==> src/sv/oems_pkg.sv <==
// shared constants, types and command struct of the odd-even merge sorter
`default_nettype none

package oems_pkg;

    // set size and derived widths
    localparam int ELEMENT_COUNT = 8;
    localparam int DATA_W        = 32;
    localparam int IDX_W         = $clog2(ELEMENT_COUNT);
    localparam int CNT_W         = IDX_W + 2;
    localparam int LOG_N         = $clog2(ELEMENT_COUNT);
    localparam int LOG_W         = $clog2(LOG_N + 1);

    localparam logic [CNT_W-1:0] N_CNT    = CNT_W'(ELEMENT_COUNT);
    localparam logic [IDX_W-1:0] LAST_IDX = IDX_W'(ELEMENT_COUNT - 1);
    localparam logic [LOG_W-1:0] LOG_N_L  = LOG_W'(LOG_N);

    // controller states
    typedef enum logic [2:0] {
        S_IDLE,
        S_CHECK,
        S_READ,
        S_CMP,
        S_WRB,
        S_EMIT
    } t_state;

    // write data source of the element ram
    typedef enum logic [1:0] {
        WR_LOAD,
        WR_MIN,
        WR_MAX
    } t_wr_sel;

    // commands from controller to datapath
    typedef struct packed {
        logic             wr_en;
        t_wr_sel          wr_sel;
        logic [IDX_W-1:0] wr_addr;
        logic [IDX_W-1:0] rd_addr_a;
        logic [IDX_W-1:0] rd_addr_b;
        logic             emit;
        logic             emit_last;
    } t_dp_cmd;

endpackage

`default_nettype wire

==> src/sv/oems_ram.sv <==
// generic ram: one write port, two registered read ports
`default_nettype none

module oems_ram #(
    parameter int WIDTH = 32,
    parameter int DEPTH = 8,
    parameter int AW    = $clog2(DEPTH)
) (
    input  wire logic             i_clk,
    input  wire logic             i_we,
    input  wire logic [AW-1:0]    i_waddr,
    input  wire logic [WIDTH-1:0] i_wdata,
    input  wire logic [AW-1:0]    i_raddr_a,
    input  wire logic [AW-1:0]    i_raddr_b,
    output logic      [WIDTH-1:0] o_rdata_a,
    output logic      [WIDTH-1:0] o_rdata_b
);

    logic [WIDTH-1:0] r_mem [DEPTH];

    // write port
    always_ff @(posedge i_clk) begin
        if (i_we) begin
            r_mem[i_waddr] <= i_wdata;
        end
    end

    // registered read ports
    always_ff @(posedge i_clk) begin
        o_rdata_a <= r_mem[i_raddr_a];
        o_rdata_b <= r_mem[i_raddr_b];
    end

endmodule

`default_nettype wire

==> src/sv/oems_datapath.sv <==
// datapath: element ram, compare-exchange unit and output registers
`default_nettype none

module oems_datapath
    import oems_pkg::*;
(
    input  wire logic                     i_clk,
    input  wire logic                     i_rst_n,
    input  wire t_dp_cmd                  i_cmd,
    input  wire logic signed [DATA_W-1:0] i_value_in,
    output logic                          o_valid,
    output logic signed [DATA_W-1:0]      o_value_out,
    output logic                          o_last_out
);

    logic [DATA_W-1:0] rd_a;
    logic [DATA_W-1:0] rd_b;
    logic [DATA_W-1:0] wdata;
    logic [DATA_W-1:0] r_max;
    logic              swap;
    logic              r_valid;
    logic              r_last;

    oems_ram #(
        .WIDTH (DATA_W),
        .DEPTH (ELEMENT_COUNT)
    ) u_ram (
        .i_clk     (i_clk),
        .i_we      (i_cmd.wr_en),
        .i_waddr   (i_cmd.wr_addr),
        .i_wdata   (wdata),
        .i_raddr_a (i_cmd.rd_addr_a),
        .i_raddr_b (i_cmd.rd_addr_b),
        .o_rdata_a (rd_a),
        .o_rdata_b (rd_b)
    );

    // lower position holds strictly greater value
    assign swap = $signed(rd_a) > $signed(rd_b);

    // write data select
    always_comb begin
        case (i_cmd.wr_sel)
            WR_LOAD: wdata = i_value_in;
            WR_MIN:  wdata = swap ? rd_b : rd_a;
            WR_MAX:  wdata = r_max;
            default: wdata = i_value_in;
        endcase
    end

    // hold the larger value for the second write-back
    always_ff @(posedge i_clk) begin
        if (i_cmd.wr_sel == WR_MIN) begin
            r_max <= swap ? rd_a : rd_b;
        end
    end

    // output strobe registered to line up with the registered read
    always_ff @(posedge i_clk) begin
        if (!i_rst_n) begin
            r_valid <= 1'b0;
            r_last  <= 1'b0;
        end else begin
            r_valid <= i_cmd.emit;
            r_last  <= i_cmd.emit_last;
        end
    end

    assign o_valid     = r_valid;
    assign o_last_out  = r_last;
    assign o_value_out = rd_a;

endmodule

`default_nettype wire

==> src/sv/oems_ctrl.sv <==
// controller: load count, sorting network sequencer and emission counter
`default_nettype none

module oems_ctrl
    import oems_pkg::*;
(
    input  wire logic i_clk,
    input  wire logic i_rst_n,
    input  wire logic start,
    output logic      busy,
    output t_dp_cmd   o_cmd
);

    t_state           r_state, n_state;
    logic [IDX_W-1:0] r_load,  n_load;
    logic [IDX_W-1:0] r_emit,  n_emit;
    logic [CNT_W-1:0] r_i,     n_i;
    logic [CNT_W-1:0] r_j,     n_j;
    logic [LOG_W-1:0] r_lk,    n_lk;
    logic [LOG_W-1:0] r_lp,    n_lp;

    logic [CNT_W-1:0] k;
    logic [CNT_W-1:0] a;
    logic [CNT_W-1:0] b;
    logic [CNT_W-1:0] i1;
    logic [CNT_W-1:0] j2;
    logic [LOG_W-1:0] sh;
    logic [LOG_W-1:0] lp1;
    logic             pair_ok;

    logic [CNT_W-1:0] adv_i;
    logic [CNT_W-1:0] adv_j;
    logic [LOG_W-1:0] adv_lk;
    logic [LOG_W-1:0] adv_lp;
    logic             adv_done;

    // current comparator candidate
    assign k   = CNT_W'(1) << r_lk;
    assign a   = r_i + r_j;
    assign b   = a + k;
    assign lp1 = r_lp + LOG_W'(1);
    assign sh  = lp1;
    assign pair_ok = (b < N_CNT) && ((a >> sh) == (b >> sh));

    // next candidate of the merge network
    assign i1 = r_i + CNT_W'(1);
    assign j2 = r_j + (k << 1);

    always_comb begin
        adv_i    = '0;
        adv_j    = r_j;
        adv_lk   = r_lk;
        adv_lp   = r_lp;
        adv_done = 1'b0;
        if ((i1 < k) && ((i1 + r_j + k) < N_CNT)) begin
            adv_i = i1;
        end else if ((j2 + k) < N_CNT) begin
            adv_j = j2;
        end else if (r_lk != '0) begin
            // halve the distance; start offset is the new distance
            adv_lk = r_lk - LOG_W'(1);
            adv_j  = k >> 1;
        end else if (lp1 < LOG_N_L) begin
            // next run size, distance equal to it, start offset zero
            adv_lp = lp1;
            adv_lk = lp1;
            adv_j  = '0;
        end else begin
            adv_done = 1'b1;
        end
    end

    // state and counter registers
    always_ff @(posedge i_clk) begin
        if (!i_rst_n) begin
            r_state <= S_IDLE;
            r_load  <= '0;
            r_emit  <= '0;
            r_i     <= '0;
            r_j     <= '0;
            r_lk    <= '0;
            r_lp    <= '0;
        end else begin
            r_state <= n_state;
            r_load  <= n_load;
            r_emit  <= n_emit;
            r_i     <= n_i;
            r_j     <= n_j;
            r_lk    <= n_lk;
            r_lp    <= n_lp;
        end
    end

    // next state and datapath commands
    always_comb begin
        n_state         = r_state;
        n_load          = r_load;
        n_emit          = r_emit;
        n_i             = r_i;
        n_j             = r_j;
        n_lk            = r_lk;
        n_lp            = r_lp;
        busy            = (r_state != S_IDLE);
        o_cmd.wr_en     = 1'b0;
        o_cmd.wr_sel    = WR_LOAD;
        o_cmd.wr_addr   = r_load;
        o_cmd.rd_addr_a = a[IDX_W-1:0];
        o_cmd.rd_addr_b = b[IDX_W-1:0];
        o_cmd.emit      = 1'b0;
        o_cmd.emit_last = 1'b0;
        case (r_state)
            S_IDLE: begin
                if (start) begin
                    o_cmd.wr_en = 1'b1;
                    if (r_load == LAST_IDX) begin
                        n_load  = '0;
                        n_i     = '0;
                        n_j     = '0;
                        n_lk    = '0;
                        n_lp    = '0;
                        n_state = S_CHECK;
                    end else begin
                        n_load = r_load + IDX_W'(1);
                    end
                end
            end
            S_CHECK: begin
                if (pair_ok) begin
                    n_state = S_READ;
                end else begin
                    n_i     = adv_i;
                    n_j     = adv_j;
                    n_lk    = adv_lk;
                    n_lp    = adv_lp;
                    n_state = adv_done ? S_EMIT : S_CHECK;
                end
            end
            S_READ: begin
                n_state = S_CMP;
            end
            S_CMP: begin
                o_cmd.wr_en   = 1'b1;
                o_cmd.wr_sel  = WR_MIN;
                o_cmd.wr_addr = a[IDX_W-1:0];
                n_state       = S_WRB;
            end
            S_WRB: begin
                o_cmd.wr_en   = 1'b1;
                o_cmd.wr_sel  = WR_MAX;
                o_cmd.wr_addr = b[IDX_W-1:0];
                n_i           = adv_i;
                n_j           = adv_j;
                n_lk          = adv_lk;
                n_lp          = adv_lp;
                n_state       = adv_done ? S_EMIT : S_CHECK;
            end
            S_EMIT: begin
                o_cmd.rd_addr_a = r_emit;
                o_cmd.emit      = 1'b1;
                if (r_emit == LAST_IDX) begin
                    o_cmd.emit_last = 1'b1;
                    n_emit          = '0;
                    n_state         = S_IDLE;
                end else begin
                    n_emit = r_emit + IDX_W'(1);
                end
            end
            default: begin
                n_state = S_IDLE;
            end
        endcase
    end

endmodule

`default_nettype wire

==> src/sv/odd_even_merge_sorter.sv <==
// top level of the odd-even merge sorter
`default_nettype none

// Sorts sets of ELEMENT_COUNT signed 32-bit words in ascending order.
// Input channel: a word is taken at a rising edge with start high and busy
// low. Words are loaded one per cycle into the element ram while busy is low.
// The edge that takes the last word of a set raises busy; the controller then
// steps through the odd-even merge network one comparator at a time.
// Each comparator passes four states (check, read, compare and write the lower
// word, write the upper word) because the element ram has one write port;
// a network slot that holds no comparator takes only the check state.
// Then the set leaves in consecutive cycles, one word per cycle on
// o_value_out with o_valid high, o_last_out high on the final word.
// The first result appears in the cycle after emission starts (registered read).
// For ELEMENT_COUNT = 8 the network holds 19 comparators and one empty slot.
// busy falls with the final word on the outputs; the next set may load then.
// The receiver cannot stall: results are valid for exactly one cycle.
// Reset (synchronous, active low) clears the load count and the controller;
// the element ram holds no reset value and needs none.

module odd_even_merge_sorter
    import oems_pkg::*;
(
    input  wire logic                     i_clk,
    input  wire logic                     i_rst_n,
    input  wire logic                     start,
    output logic                          busy,
    input  wire logic signed [DATA_W-1:0] i_value_in,
    output logic                          o_valid,
    output logic signed [DATA_W-1:0]      o_value_out,
    output logic                          o_last_out
);

    t_dp_cmd cmd;

    oems_ctrl u_ctrl (
        .i_clk   (i_clk),
        .i_rst_n (i_rst_n),
        .start   (start),
        .busy    (busy),
        .o_cmd   (cmd)
    );

    oems_datapath u_dp (
        .i_clk       (i_clk),
        .i_rst_n     (i_rst_n),
        .i_cmd       (cmd),
        .i_value_in  (i_value_in),
        .o_valid     (o_valid),
        .o_value_out (o_value_out),
        .o_last_out  (o_last_out)
    );

    // an accepted word is written to the ram in the same cycle
    a_load_write: assert property (@(posedge i_clk) disable iff (!i_rst_n)
        (start && !busy) |-> (cmd.wr_en && cmd.wr_sel == WR_LOAD))
        else $error("accepted word not written");

    // lower write of a compare-exchange is always followed by the upper one
    a_pair_write: assert property (@(posedge i_clk) disable iff (!i_rst_n)
        (cmd.wr_en && cmd.wr_sel == WR_MIN) |=> (cmd.wr_en && cmd.wr_sel == WR_MAX))
        else $error("compare-exchange write-back broken");

    // results of a set leave in consecutive cycles
    a_emit_run: assert property (@(posedge i_clk) disable iff (!i_rst_n)
        (o_valid && !o_last_out) |=> o_valid)
        else $error("gap inside sorted set");

    // nothing follows the final word of a set directly
    a_last_end: assert property (@(posedge i_clk) disable iff (!i_rst_n)
        (o_valid && o_last_out) |=> !o_valid)
        else $error("word after final word");

endmodule

`default_nettype wire
==> config.mk <==
export PLATFORM = sky130hd
export DESIGN_NAME = odd_even_merge_sorter
export DESIGN_NICKNAME = d
export VERILOG_FILES = /design/src/sv/oems_pkg.sv /design/src/sv/oems_ram.sv /design/src/sv/oems_datapath.sv /design/src/sv/oems_ctrl.sv /design/src/sv/odd_even_merge_sorter.sv
export SDC_FILE = /design/constraint.sdc
export NUM_CORES = 1
export LEC_CHECK = 0
export ABC_AREA = 1
export BUFFER_PORTS_ARGS = -buffer_cell sky130_fd_sc_hd__buf_2
export CORE_UTILIZATION = 35
export CTS_BUF_LIST = sky130_fd_sc_hd__clkbuf_16
export CTS_CLUSTER_SIZE = 14
export DETAILED_ROUTE_END_ITERATION = 6
export GPL_ROUTABILITY_DRIVEN = 0
export HOLD_SLACK_MARGIN = 0.05
export MAX_ROUTING_LAYER = met4
export PLACE_DENSITY_LB_ADDON = 0.1
export SYNTH_ARGS = -nofsm -noshare
export SYNTH_HDL_FRONTEND = slang
export SYNTH_SLANG_ARGS = --single-unit
==> constraint.sdc <==
create_clock -name i_clk -period 4.6 [get_ports i_clk]
set_clock_uncertainty 0.15 [all_clocks]
set_input_delay 0.23 -clock i_clk [delete_from_list [all_inputs] [get_ports i_clk]]
set_output_delay 0.23 -clock i_clk [all_outputs]
set_load 0.02 [all_outputs]
; After elaboration in Yosys (flattened, before gate mapping)
; Memory sizes are Yosys's and may differ from the RTL's. A register that Yosys moved wholly into a read port is not among the register bits.
; Index checks and enable logic that the tools add are counted.
; Widths: inputs -> output; s select.
[totals]
word_cells = 104
inputBits = 35
n_memories = 1
ff_bits = 57
ram_bits = 256
output_inout_bits = 35
[memory_table]
columns = memory, depth, width, rd, rd_ports_with_merged_regs, wr, line_no
row1 = u_dp.u_ram.r_mem, 8, 32, 2, 2, 1, oems_ram.sv:19  ; logic [WIDTH-1:0] r_mem [DEPTH];
[classes]
n_addsub = 11
n_eq_ne = 14
reduce_logical = 11
muxes = 48
n_lt_le_gt_ge = 6
n_shift = 3
[op_table]
columns = operator, n
row1 = $mux 32, 2
row2 = $pmux 32 s2, 1
row3 = $mux 5, 9
row4 = $gt 32x32->1, 1
row5 = $add 5x5->5, 6
row6 = $pmux 5 s3, 2
row7 = $mux 2, 13
row8 = $mux 3, 8
row9 = $pmux 3 s6, 1
row10 = $lt 5x4->1 const B, 3
row11 = $eq 3x3->1 const B, 4
row12 = $pmux 2 s3, 2
row13 = $pmux 5 s2, 1
row14 = $shr 5x2->5, 2
row15 = $mux 1, 8
row16 = $add 3x1->3 const B, 2
row17 = $eq 3x2->1 const B, 2
row18 = $reduce_bool 3->1, 2
row19 = $add 5x1->5 const B, 1
row20 = $eq 5x5->1, 1
row21 = $lt 5x5->1, 1
row22 = $shl 1x2->5 const A, 1
row23 = $ne 2x1->1 const B, 2
row24 = $ne 2x2->1 const B, 2
row25 = 14 further kinds, 16

; Logic depth before layout (Yosys ltp)
; Gate-level depths: netlist of run 1.
[depth]
depth_word = 9
mapped_depth = 22
depth_no_buf = 21

; Modules after synthesis
; A second synthesis of run 1 with hierarchy kept.
[hier_totals]
cells_unflattened = 2675
area_unflattened_um2 = 20838.7
[modules_own_cells]
columns = module, n_inst, seq_area_each_um2, area_each_um2, cells_each
row1 = oems_ram, 1, 8968.6, 15034.4, 1783
row2 = oems_datapath, 1, 1001.0, 3417.0, 509
row3 = oems_ctrl, 1, 460.4, 2387.3, 383

; Least setup slack after synthesis of run 1
; OpenSTA, ideal clock, no wires.
[synth_path]
kind = flip-flop to flip-flop
startpoint = reg u_ctrl.r_i[0]
endpoint = mem u_dp.u_ram.r_mem[2][0], enable pin
n_path_buf = 1
setup_time_ns = 0.421
path_slack_ns = 0.346
period_less_slack_ns = 4.254
stages_incl_launch_ff = 11
t_arrival_ns = 3.683
t_required_ns = 4.029
cell_sequence = dfxtp_1 ha_1 fa_1 fa_1 buf_2 inv_2 o21ai_0 o21ai_0 inv_1 nand2_1 nor2_1
[synth_via]
elab_chain_cells = 3
[synth_rtl]
columns = item, line_no
row1 = start: declaration, oems_ctrl.sv:17  ; logic [CNT_W-1:0] r_i, n_i;
row2 = start signal: assignment, oems_ctrl.sv:87  ; r_i <= n_i;
row3 = $add 5x5->5 *, oems_ctrl.sv:39  ; assign a = r_i + r_j;
row4 = $add 5x5->5, oems_ctrl.sv:40  ; assign b = a + k;
row5 = $pmux 5 s2 *, oems_ctrl.sv:111  ; case (r_state)
row6 = end: declaration, oems_ram.sv:19
; Every way passes the cells marked *; elsewhere a longest branch is shown, timed or not.

; Final worst setup path of run 1
[layout_path]
startpoint = reg u_ctrl.r_i[0]
endpoint = reg u_ctrl.r_j[0]
[layout_via]
elab_chain_cells = 8
elab_cells_between_ends = 18
cone_classes = add/sub (5) / order compare (3) / eq/ne (2) / shift (2) / mux (3) / reduce/logical (3)
[layout_rtl]
columns = item, line_no
row1 = $add 5x1->5, oems_ctrl.sv:46  ; assign i1 = r_i + CNT_W'(1);
row2 = $add 5x5->5 (2 in a row), oems_ctrl.sv:55  ; if ((i1 < k) && ((i1 + r_j + k) < N_CNT)) begin
row3 = $lt 5x4->1, oems_ctrl.sv:55
row4 = $logic_and 1x1->1, oems_ctrl.sv:55
row5 = $mux 5, oems_ctrl.sv:55
row6 = $mux 5, oems_ctrl.sv:128  ; if (pair_ok) begin
row7 = $pmux 5 s3, oems_ctrl.sv:111
row8 = end signal: assignment, oems_ctrl.sv:88  ; r_j <= n_j;
row9 = end: declaration, oems_ctrl.sv:18  ; logic [CNT_W-1:0] r_j, n_j;
; Several ways; a longest one is shown, not always the timed one. The select of a mux whose other input is x is not followed.
; A chain may end at the register's enable or synchronous reset.

==> results of run 1 <==
## critical path: stages (launching register included)
cell	delay (ns)
dfxtp_1	0.51
ha_1	0.25
fa_1	0.54
fa_4	0.92
inv_2	0.06
o21ai_0	0.14
nand2_1	0.07
nand2_1	0.07
inv_1	0.04
nand3_1	0.08
nand2_1	0.08
nand3_1	0.11
nand2_1	0.31
nor2_2	0.36
nand2_1	0.10
nand2_1	0.07
nor2_1	0.04
## through the flow
step	util [%]	total power, mW	cells	hold slack, ns	instance area (sq um)
finish	40.4	15.1	2887	0.0972	21800
global route	40.4	16.2	2887	0.116	21800
CTS	40.4	15.2	2887	0.0624	21800
detailed placement	37.7	11.7	2802	0.332	20300
global placement	37.7	11.7	2802	0.326	20300
floorplan	-	9.35	2126	0.216	19100
## layout by cell type (no fill, tap or decap), types with 29 or more instances in the layout
| master | netlist | final |
|---|---|---|
| nor2_1 | 358 | 349 |
| buf_2 | 22 | 69 |
| clkbuf_16 | 0 | 46 |
| nand2_1 | 280 | 279 |
| nand3_1 | 61 | 61 |
| buf_4 | 5 | 29 |
| inv_1 | 202 | 214 |
| o21ai_1 | 50 | 49 |
| a21oi_1 | 60 | 60 |
| dfxtp_1 | 89 | 89 |
| a22o_1 | 32 | 32 |
| o22ai_1 | 32 | 32 |
| a31oi_1 | 64 | 64 |
| o211ai_1 | 34 | 34 |
| nand4_1 | 38 | 38 |
| ha_1 | 58 | 58 |
| o21ai_0 | 267 | 267 |
| o21bai_1 | 32 | 32 |
| edfxtp_1 | 288 | 288 |
## state kept, by name (all words and copies together) (netlist names)
register	cells
u_dp.u_ram.r_mem	256
u_dp.r_max	32
u_dp.u_ram.o_rdata_a	32
u_dp.u_ram.o_rdata_b	32
u_ctrl.r_i	5
u_ctrl.r_j	5
u_ctrl.r_emit	3
u_ctrl.r_load	3
u_ctrl.r_state	3
u_ctrl.r_lk	2
u_ctrl.r_lp	2
u_dp.o_last_out	1
u_dp.o_valid	1
## worst max path at each step
stage	slack, ns	endpoint	depth (start not counted)
global placement	0.76	u_dp.u_ram.r_mem[3][27]$_DFFE_PP_	10
floorplan	0.35	u_dp.u_ram.r_mem[2][0]$_DFFE_PP_	10
global route	0.35	u_ctrl.r_lk[0]$_SDFFE_PN0P_	16
detailed placement	0.64	u_dp.u_ram.r_mem[3][18]$_DFFE_PP_	10
finish	0.59	u_ctrl.r_j[0]$_SDFFE_PN0P_	16
CTS	0.61	u_dp.u_ram.r_mem[3][23]$_DFFE_PP_	10
## metal layers
layer  global-route usage (%)  vias up  share of wire (%)
li1                         -     7418                  -
met1                     30.1     7624                 46
met4                     6.00        0                2.0
met5                        -        -                  0
met3                     2.77       84                5.5
met2                     35.4      454                 46
## layout make-up
| type | count | area, sq um | share of cell area, % |
|---|---|---|---|
| clock buffers | 46 | 1150 | 5.28 |
| flip-flops and latches | 377 | 10400 | 47.8 |
| repair buffers | 111 | 793 | 3.64 |
| clock inverters | 36 | 279 | 1.28 |
| multi-input cells | 1409 | 7480 | 34.3 |
| well taps | 696 | 871 | 3.99 |
| inverters | 212 | 803 | 3.68 |
## power breakdown
group,leakage (nW),switching (mW),internal [mW]
registers,3.36,0.344,4.29
logic,4.58,4.89,2.15
clock network,0.748,1.45,2.03
## repair_timing
action,CTS,global route
endpoints found under the setup margin,0,0
endpoints found under the hold margin,19,0
hold buffers,3,0
## cell families (layout without fill, tap and decap cells)
| logic type | after synthesis | after routing |
|---|---|---|
| xor gates and xnor gates | 4 | 4 |
| and+or+nand+nor | 761 | 761 |
| buffers and inverters | 340 | 405 |
| DFF | 377 | 377 |
| adders and majority gates | 65 | 65 |
| AOI/OAI and AO/OA | 579 | 579 |
==> results.py, run 1 <==
metrics = {
    "floorplan": {
        "num_io_pins": 70,
        "chipWidth_microns": 236,
        "initial_core_util_pct": 35.5,
        "placeableCoreArea_sq_mm": 0.0539,
        "die_h_microns": 236,
        "rows": 85,
        "design.die.area_sq_mm": 0.0556,
    },
    "sta": {
        "max_clock_freq_mhz": 250,
        "post-route-period-util_pct": 87.1,
        "drv_slew": 0,
        "worst_slew_margin_rel_pct": 33.6,
        "final-hold-violation-count": 0,
        "grt_setup_unrepaired": "no",
        "final.setup.tns_ns": 0,
        "final-setup-viol-count": 0,
        "timing_worst_slew_pin_value_ns": 0.996,
        "post-route-worst-setup-slack_ns": 0.593,
        "timing.final.crit_period_ns": 4.01,
    },
    "hold_path": {
        "min_path_type": "input port to flop",
        "hold_depth": 4,
        "hold_end": "u_dp.u_ram.r_mem[0][23]$_DFFE_PP_",
        "min_from": "i_value_in[23]",
    },
    "critical_path": {
        "worstRegToRegCells": 16,
        "rr_endpoint": "u_ctrl.r_j[0]$_SDFFE_PN0P_",
        "critical_path.startpoint_type": "flop",
        "timing.critical_path.fanout_max": 11,
        "timing.rr.start": "u_ctrl.r_i[0]$_SDFFE_PN0P_",
        "path_class": "flop to flop",
        "arrival_ns": 4.32,
        "setup.worst_path.end_class": "flop",
        "reg2reg_slack_ns": 0.59,
        "worst_path_required_time_ns": 4.92,
        "origin_of_the_worst_setup_path": "u_ctrl.r_i[0]$_SDFFE_PN0P_",
    },
    "synthesis": {
        "postSynthAreaPerCell_sq_um": 9.00,
        "synth_enable_flop_cells": 288,
        "yosys_warnings": 0,
        "yosys.area_share.xor_xnor_pct": 0.183,
        "synth_fa_ha_area_share_pct": 4.53,
        "synth_ff_type": "edfxtp_1",
        "synth_nets": 2226,
        "postSynthRegisterBits": 377,
        "yosysMostFrequentCell": "nor2_1",
        "synth.distinct_cells": 40,
        "share_of_async_settable_or_async_resettable_flops_after_synthesis_pct": 0,
        "yosys.area.top_type_share_pct": 45.2,
        "synthTopCellsByCount": "nor2_1 (358), edfxtp_1 (288), nand2_1 (280)",
        "synth_top_cells_by_area": "edfxtp_1 (45%), dfxtp_1 (9.3%), nor2_1 (7.0%)",
        "synthSimpleGateAreaFrac_pct": 16.3,
        "post_synth_instance_area_sq_mm": 0.0191,
        "combinational_family_with_the_most_area_after_synthesis": "compound AO/OA/AOI/OAI gates",
        "yosysSeqAreaShare_pct": 54.5,
        "synth_top_cell_by_area": "edfxtp_1",
        "muxShareOfSynthArea_pct": 0,
        "syn_inst": 2126,
        "synth_compound_gate_area_share_pct": 17.4,
    },
    "routing": {
        "number_of_detailed_routing_iterations_run_before_antenna_repair": 6,
        "detail_route.wl_per_cell_microns": 21.0,
        "ant_nets": 0,
        "vias": 15600,
        "drt-total-wl_mm": 60.8,
        "vias_per_cell": 5.40,
        "post-route-drc-count": 0,
        "dr.first_iter.drc_count": 1242,
    },
    "clocking": {
        "tritoncts": "built",
        "clockBufferDepth": 3,
        "clock-root-buffer": "clkbuf_16",
        "clock_latency_at_the_later_pin_of_the_worst_skew_pair_ns": 0.57,
        "clock-sinks": 377,
        "tritoncts_buffers": 45,
        "cts.repair.resized": 0,
        "clock_tree.htree_level_count": 2,
        "setup_fix_buffers_added_after_clock_tree_synthesis": 0,
        "clk_transition_reported_paths_ns": 0.06,
    },
    "global_routing": {
        "grt_start_max_net_pins": 86,
        "overflow": 0,
        "initial_antenna_violation_count": 0,
        "first_global_vias": 15100,
        "global_route_usage_sum_pct": 22.3,
        "grt_pass1_wl_mm": 91.5,
    },
    "finish": {
        "finalNetCount": 2256,
        "drive_gt1_share_pct": 9.86,
        "area.growth.synth_to_final_pct": 14.0,
        "number_of_antenna_cells_inserted": 0,
        "num-fill-cells": 5309,
    },
    "power": {
        "vdd_drop_max_mv": 0.577,
        "total_leakage_power_nw": 8.68,
        "pwr_density_cell_mw_per_mm2": 695,
    },
    "flow_run": {
        "cap_viol_max_count": 0,
    },
    "place": {
        "port-buffer-count": 69,
        "detailedPlacementHpwl_mm": 35.3,
        "pre_cts_ws_ns": 0.644,
    },
    "run_status": {
        "status": "finished, final reports clean",
    },
}
Power figures use the tool's default switching activity.
==> run 2, diff against run 1 <==
- GPL_TIMING_DRIVEN: unset -> 0
==> results.py, run 2 (synthesized netlist as in run 1, its figures left out) <==
metrics = {
    "critical_path": {
        "setup.worst_path.end_class": "flop",
        "path_class": "flop to flop",
        "rr_endpoint": "u_dp.u_ram.r_mem[6][17]$_DFFE_PP_",
        "reg2reg_slack_ns": 0.23,
        "critical_path.startpoint_type": "flop",
        "arrival_ns": 4.51,
        "timing.rr.start": "u_ctrl.r_j[0]$_SDFFE_PN0P_",
        "worstRegToRegCells": 11,
        "timing.critical_path.fanout_max": 20,
        "worst_path_required_time_ns": 4.74,
    },
    "global_routing": {
        "grt_start_max_net_pins": 32,
        "initial_antenna_violation_count": 1,
        "first_global_vias": 16300,
        "global_route_usage_sum_pct": 27.8,
        "overflow": 0,
        "grt_pass1_wl_mm": 109,
    },
    "power": {
        "total_switching_power_mw": 7.90,
        "total_leakage_power_nw": 8.85,
        "power_switching_share_pct": 47.7,
        "vdd_drop_max_mv": 0.442,
        "p_int_mw": 8.64,
        "pwr_density_cell_mw_per_mm2": 745,
        "design_power_total_mw": 16.5,
        "portion_of_total_power_attributed_to_combinational_logic_pct": 50.1,
        "p_seq_share_pct": 28.1,
        "pwr-share-clk_pct": 21.8,
    },
    "sta": {
        "final-hold-violation-count": 0,
        "timing.final.crit_period_ns": 4.37,
        "post-route-period-util_pct": 95.0,
        "max_clock_freq_mhz": 229,
        "final-setup-viol-count": 0,
        "grt_setup_unrepaired": "no",
        "drv_slew": 0,
        "post-route-worst-setup-slack_ns": 0.232,
        "worst_slew_margin_rel_pct": 12.1,
        "timing_worst_slew_pin_value_ns": 1.31,
    },
    "clocking": {
        "tritoncts_buffers": 45,
        "clock-root-buffer": "clkbuf_16",
        "clk_transition_reported_paths_ns": 0.06,
        "clock_tree.htree_level_count": 2,
        "clock_latency_at_the_later_pin_of_the_worst_skew_pair_ns": 0.59,
        "clock-sinks": 377,
        "clockBufferDepth": 3,
        "tritoncts": "built",
    },
    "finish": {
        "fin_area_sq_mm": 0.0222,
        "largest_register_ff_count": 256,
        "layout.cells.most_common": "nor2_1",
        "finish.cell_count_without_fillers": 2997,
        "final_core_utilization_pct": 41.2,
        "layout.cells.most_common_list": "nor2_1 (349), edfxtp_1 (288), nand2_1 (280), o21ai_0 (267), inv_1 (210)",
        "area.growth.synth_to_final_pct": 16.1,
        "finalNetCount": 2364,
        "drive_gt1_share_pct": 9.43,
        "largest-register": "u_dp.u_ram.r_mem",
    },
    "floorplan": {
        "rows": 85,
        "num_io_pins": 70,
        "placeableCoreArea_sq_mm": 0.0539,
        "die_h_microns": 236,
        "initial_core_util_pct": 35.5,
        "chipWidth_microns": 236,
        "design.die.area_sq_mm": 0.0556,
    },
    "routing": {
        "ant_nets": 0,
        "vias_per_cell": 5.61,
        "post-route-drc-count": 0,
        "detail_route.wl_per_cell_microns": 25.2,
        "drt-total-wl_mm": 75.4,
        "number_of_detailed_routing_iterations_run_before_antenna_repair": 5,
        "dr.first_iter.drc_count": 1896,
        "vias": 16800,
    },
    "run_status": {
        "status": "finished, final reports clean",
    },
    "place": {
        "detailedPlacementHpwl_mm": 50.2,
        "port-buffer-count": 69,
        "instance_area_at_placement_sq_mm": 0.0206,
        "pre_cts_ws_ns": -0.0561,
        "placedCellCount": 2901,
    },
    "hold_path": {
        "min_path_type": "input port to flop",
        "min_from": "i_value_in[11]",
        "hold_depth": 4,
        "hold_end": "u_dp.u_ram.r_mem[2][11]$_DFFE_PP_",
    },
    "flow_run": {
        "cap_viol_max_count": 0,
    },
}
## run 2: metal layers
metal / vias to the layer above / track usage, % / share of wire (%)
li1: 7655 / - / -
met1: 8075 / 37.6 / 44
met2: 885 / 42.1 / 44
met5: - / - / 0
met3: 184 / 4.33 / 8.5
met4: 0 / 10.0 / 3.3
## run 2: layout make-up
cell class / count / area, sq um
Antenna cell: 1 / 2.50
Buffer: 128 / 552
Clock buffer: 47 / 1180
Clock inverter: 36 / 285
Fill cell: 5271 / 31700
Inverter: 212 / 798
Multi-Input combinational cell: 1409 / 7410
Sequential cell: 377 / 10400
Tap cell: 696 / 871
Timing Repair Buffer: 91 / 686
## run 2: power groups by stage
stage | Combinational, mW | Sequential (mW) | Clock [mW]
floorplan | 4.61 | 4.74 | 0
global placement | 7.99 | 4.73 | 0
detailed placement | 8.05 | 4.72 | 0
CTS | 8.10 | 4.65 | 3.66
global route | 8.94 | 4.70 | 3.77
finish | 8.28 | 4.65 | 3.60
## run 2: through the flow
| step | hold WS, ns | TNS [ns] |
|---|---|---|
| 5_1_grt | 0.110 | 0 |
| 6_report | 0.0859 | 0 |
| 2_1_floorplan | 0.216 | 0 |
| 4_1_cts | 0.0623 | 0 |
| 3_5_place_dp | 0.331 | -0.827 |
| 3_3_place_gp | 0.322 | -567.01 |
## run 2: repair_timing
action                     4_1_cts  5_1_grt
hold buffers                     6        0
hold endpoints to repair        39        0
setup endpoints to repair       43       56
gates cloned                     0        0
gates resized for setup          1        2
pin swaps                        3        3
setup buffers                    0        6
## run 2: how the worst max path moves through the flow
stage                                                    to  cells after the start                   startpoint  slack (ns)
after floorplan            u_dp.u_ram.r_mem[2][0]$_DFFE_PP_                     10   u_ctrl.r_i[0]$_SDFFE_PN0P_        0.35
after global routing      u_dp.u_ram.r_mem[6][17]$_DFFE_PP_                     11   u_ctrl.r_i[0]$_SDFFE_PN0P_        0.05
after CTS                 u_dp.u_ram.r_mem[6][17]$_DFFE_PP_                     11   u_ctrl.r_i[0]$_SDFFE_PN0P_        0.08
after detailed placement  u_dp.u_ram.r_mem[6][18]$_DFFE_PP_                     11  u_ctrl.r_lk[1]$_SDFFE_PN0P_       -0.06
after global placement    u_dp.u_ram.r_mem[0][17]$_DFFE_PP_                     10  u_ctrl.r_lk[1]$_SDFFE_PN0P_       -2.37
final                     u_dp.u_ram.r_mem[6][17]$_DFFE_PP_                     11   u_ctrl.r_j[0]$_SDFFE_PN0P_        0.23
## run 2: critical path, stage by stage, from the launching register on
cell	delay, ns
dfxtp_1	0.35
ha_1	0.24
fa_1	0.58
fa_1	0.58
buf_2	0.31
inv_2	0.21
o21ai_0	0.22
o21ai_0	0.17
inv_1	0.11
nand2_1	0.14
nor2_4	0.74
buf_16	0.25
==> run 3, diff against run 2 <==
- clock period: 4.6 -> 3.6 ns (I/O delays scaled with it)
==> results.py, run 3 (synthesized netlist as in run 1, its figures left out) <==
metrics = {
    "sta": {
        "max_clock_freq_mhz": 289,
        "timing.final.crit_period_ns": 3.46,
        "grt_setup_unrepaired": "no",
        "final-setup-viol-count": 0,
        "post-route-period-util_pct": 96.2,
        "timing_worst_slew_pin_value_ns": 1.27,
        "fin_worst_hold_slack_ns": 0.0665,
        "final-hold-violation-count": 0,
        "post-route-worst-setup-slack_ns": 0.138,
        "drv_slew": 0,
        "worst_slew_margin_rel_pct": 14.5,
    },
    "critical_path": {
        "timing.rr.start": "u_dp.u_ram.o_rdata_b[23]$_DFF_P_",
        "reg2reg_slack_ns": 0.14,
        "worstRegToRegCells": 12,
        "rr_endpoint": "u_dp.u_ram.r_mem[7][7]$_DFFE_PP_",
        "arrival_ns": 3.57,
        "setup.worst_path.end_class": "flop",
        "path_class": "flop to flop",
        "worst_path_required_time_ns": 3.71,
        "critical_path.startpoint_type": "flop",
        "timing.critical_path.fanout_max": 10,
    },
    "power": {
        "total_leakage_power_nw": 9.02,
        "portion_of_total_power_attributed_to_combinational_logic_pct": 50.9,
        "pwr-share-clk_pct": 20.2,
        "p_int_mw": 10.8,
        "total_switching_power_mw": 9.89,
        "vdd_drop_max_mv": 0.595,
        "power_switching_share_pct": 47.7,
        "pwr_density_cell_mw_per_mm2": 919,
        "p_seq_share_pct": 28.8,
        "design_power_total_mw": 20.7,
    },
    "floorplan": {
        "placeableCoreArea_sq_mm": 0.0539,
        "design.die.area_sq_mm": 0.0556,
        "die_h_microns": 236,
        "rows": 85,
        "initial_core_util_pct": 35.5,
        "num_io_pins": 70,
        "chipWidth_microns": 236,
    },
    "clocking": {
        "tritoncts_buffers": 44,
        "tritoncts": "built",
        "clk_transition_reported_paths_ns": 0.06,
        "clock_latency_at_the_later_pin_of_the_worst_skew_pair_ns": 0.58,
        "clock-root-buffer": "clkbuf_16",
        "clock-sinks": 377,
        "clockBufferDepth": 3,
        "clock_tree.htree_level_count": 2,
    },
    "routing": {
        "detail_route.wl_per_cell_microns": 24.6,
        "ant_nets": 0,
        "dr.first_iter.drc_count": 2056,
        "number_of_detailed_routing_iterations_run_before_antenna_repair": 6,
        "vias": 17000,
        "post-route-drc-count": 0,
        "drt-total-wl_mm": 74.4,
        "vias_per_cell": 5.61,
    },
    "global_routing": {
        "grt_pass1_wl_mm": 107,
        "initial_antenna_violation_count": 0,
        "first_global_vias": 16100,
        "grt_start_max_net_pins": 26,
        "global_route_usage_sum_pct": 27.3,
        "overflow": 0,
    },
    "run_status": {
        "status": "finished, final reports clean",
    },
    "hold_path": {
        "min_from": "i_value_in[26]",
        "hold_depth": 4,
        "min_path_type": "input port to flop",
        "hold_end": "u_dp.u_ram.r_mem[3][26]$_DFFE_PP_",
    },
    "finish": {
        "number_of_antenna_cells_inserted": 0,
        "finalNetCount": 2395,
        "area.growth.synth_to_final_pct": 18.0,
        "largest_register_ff_count": 256,
        "fin_area_sq_mm": 0.0226,
        "drive_gt1_share_pct": 11.4,
        "layout.cells.most_common": "nor2_1",
        "largest-register": "u_dp.u_ram.r_mem",
        "layout.cells.most_common_list": "nor2_1 (347), edfxtp_1 (288), nand2_1 (273), o21ai_0 (264), inv_1 (215)",
    },
    "place": {
        "instance_area_at_placement_sq_mm": 0.0205,
        "pre_cts_ws_ns": -1.19,
        "port-buffer-count": 69,
        "detailedPlacementHpwl_mm": 48.8,
    },
    "flow_run": {
        "cap_viol_max_count": 0,
    },
}
run 3: cell count changes in the layout (fill, tap and decap cells not counted), sizes merged:
cell | before | now
clkbuf | 132 | 131
bufbuf | 0 | 1
dlygate4sd3 | 6 | 12
clkinv | 21 | 15
nor2 | 364 | 368
buf | 128 | 148
bufinv | 5 | 2
diode | 1 | 0
inv | 221 | 227
run 3: power by group through the flow:
stage          combinational, mW  sequential, mW  clock, mW
2_1_floorplan               5.90            6.06          0
3_3_place_gp                9.99            6.07          0
3_5_place_dp                10.1            6.06          0
4_1_cts                     10.2            5.97       4.26
5_1_grt                     11.4            6.03       4.42
6_report                    10.6            5.97       4.19
run 3: routing by layer:
metal	global-route usage, %	up-vias	wire length (microns)
met5	-	-	0
met4	11.3	0	2890
met3	3.54	172	6260
met2	40.5	919	32600
met1	37.5	8173	32600
li1	-	7704	-
run 3: cell type report:
type / count / area, sq um
buffer: 128 / 581
clock buffer: 45 / 1130
clock inverter: 33 / 189
fill: 5284 / 31400
inverter: 212 / 803
multi-input combinational: 1413 / 7530
sequential: 377 / 10400
tap: 696 / 871
timing repair buffer: 119 / 1020
run 3: worst max-delay path, cell delays in order, from the launching register on:
cell,delay (ns)
dfxtp_1,0.34
inv_1,0.06
ha_1,0.29
nand2_1,0.08
nor2_1,0.30
nand4_1,0.21
nor2_1,0.27
nand2_1,0.14
nand3_2,0.14
clkbuf_1,0.58
nand4_1,0.17
nand3_1,0.19
nand2_1,0.20
run 3: worst max path at each step:
stage | start | to | slack, ns
floorplan | u_ctrl.r_i[0]$_SDFFE_PN0P_ | u_dp.u_ram.r_mem[4][0]$_DFFE_PP_ | -0.52
global placement | u_ctrl.r_lk[1]$_SDFFE_PN0P_ | u_dp.u_ram.r_mem[4][17]$_DFFE_PP_ | -3.14
detailed placement | u_ctrl.r_lk[1]$_SDFFE_PN0P_ | u_dp.u_ram.r_mem[6][12]$_DFFE_PP_ | -1.19
CTS | u_ctrl.r_i[0]$_SDFFE_PN0P_ | u_dp.u_ram.r_mem[5][19]$_DFFE_PP_ | 0.02
global route | u_ctrl.r_i[0]$_SDFFE_PN0P_ | u_ctrl.r_j[3]$_SDFFE_PN0P_ | 0.003
finish | u_dp.u_ram.o_rdata_b[23]$_DFF_P_ | u_dp.u_ram.r_mem[7][7]$_DFFE_PP_ | 0.14
run 3: timing repair:
action                                  in CTS  in global routing
hold buffers                                12                  0
endpoints found under the setup margin     302                285
cloned                                       5                  1
buffers inserted                            24                  6
endpoints found under the hold margin       77                  0
pin swaps                                   12                  5
gates resized for setup                     29                 29
run 3: stage by stage:
stage                     std cells  util, %  setup TNS (ns)
after detailed placement       2897     38.1         -241.68
final                          3023     41.8               0
after global routing           3023     41.8               0
after global placement         2891     37.8         -493.73
after CTS                      3016     41.6               0
after floorplan                2126        -          -35.40
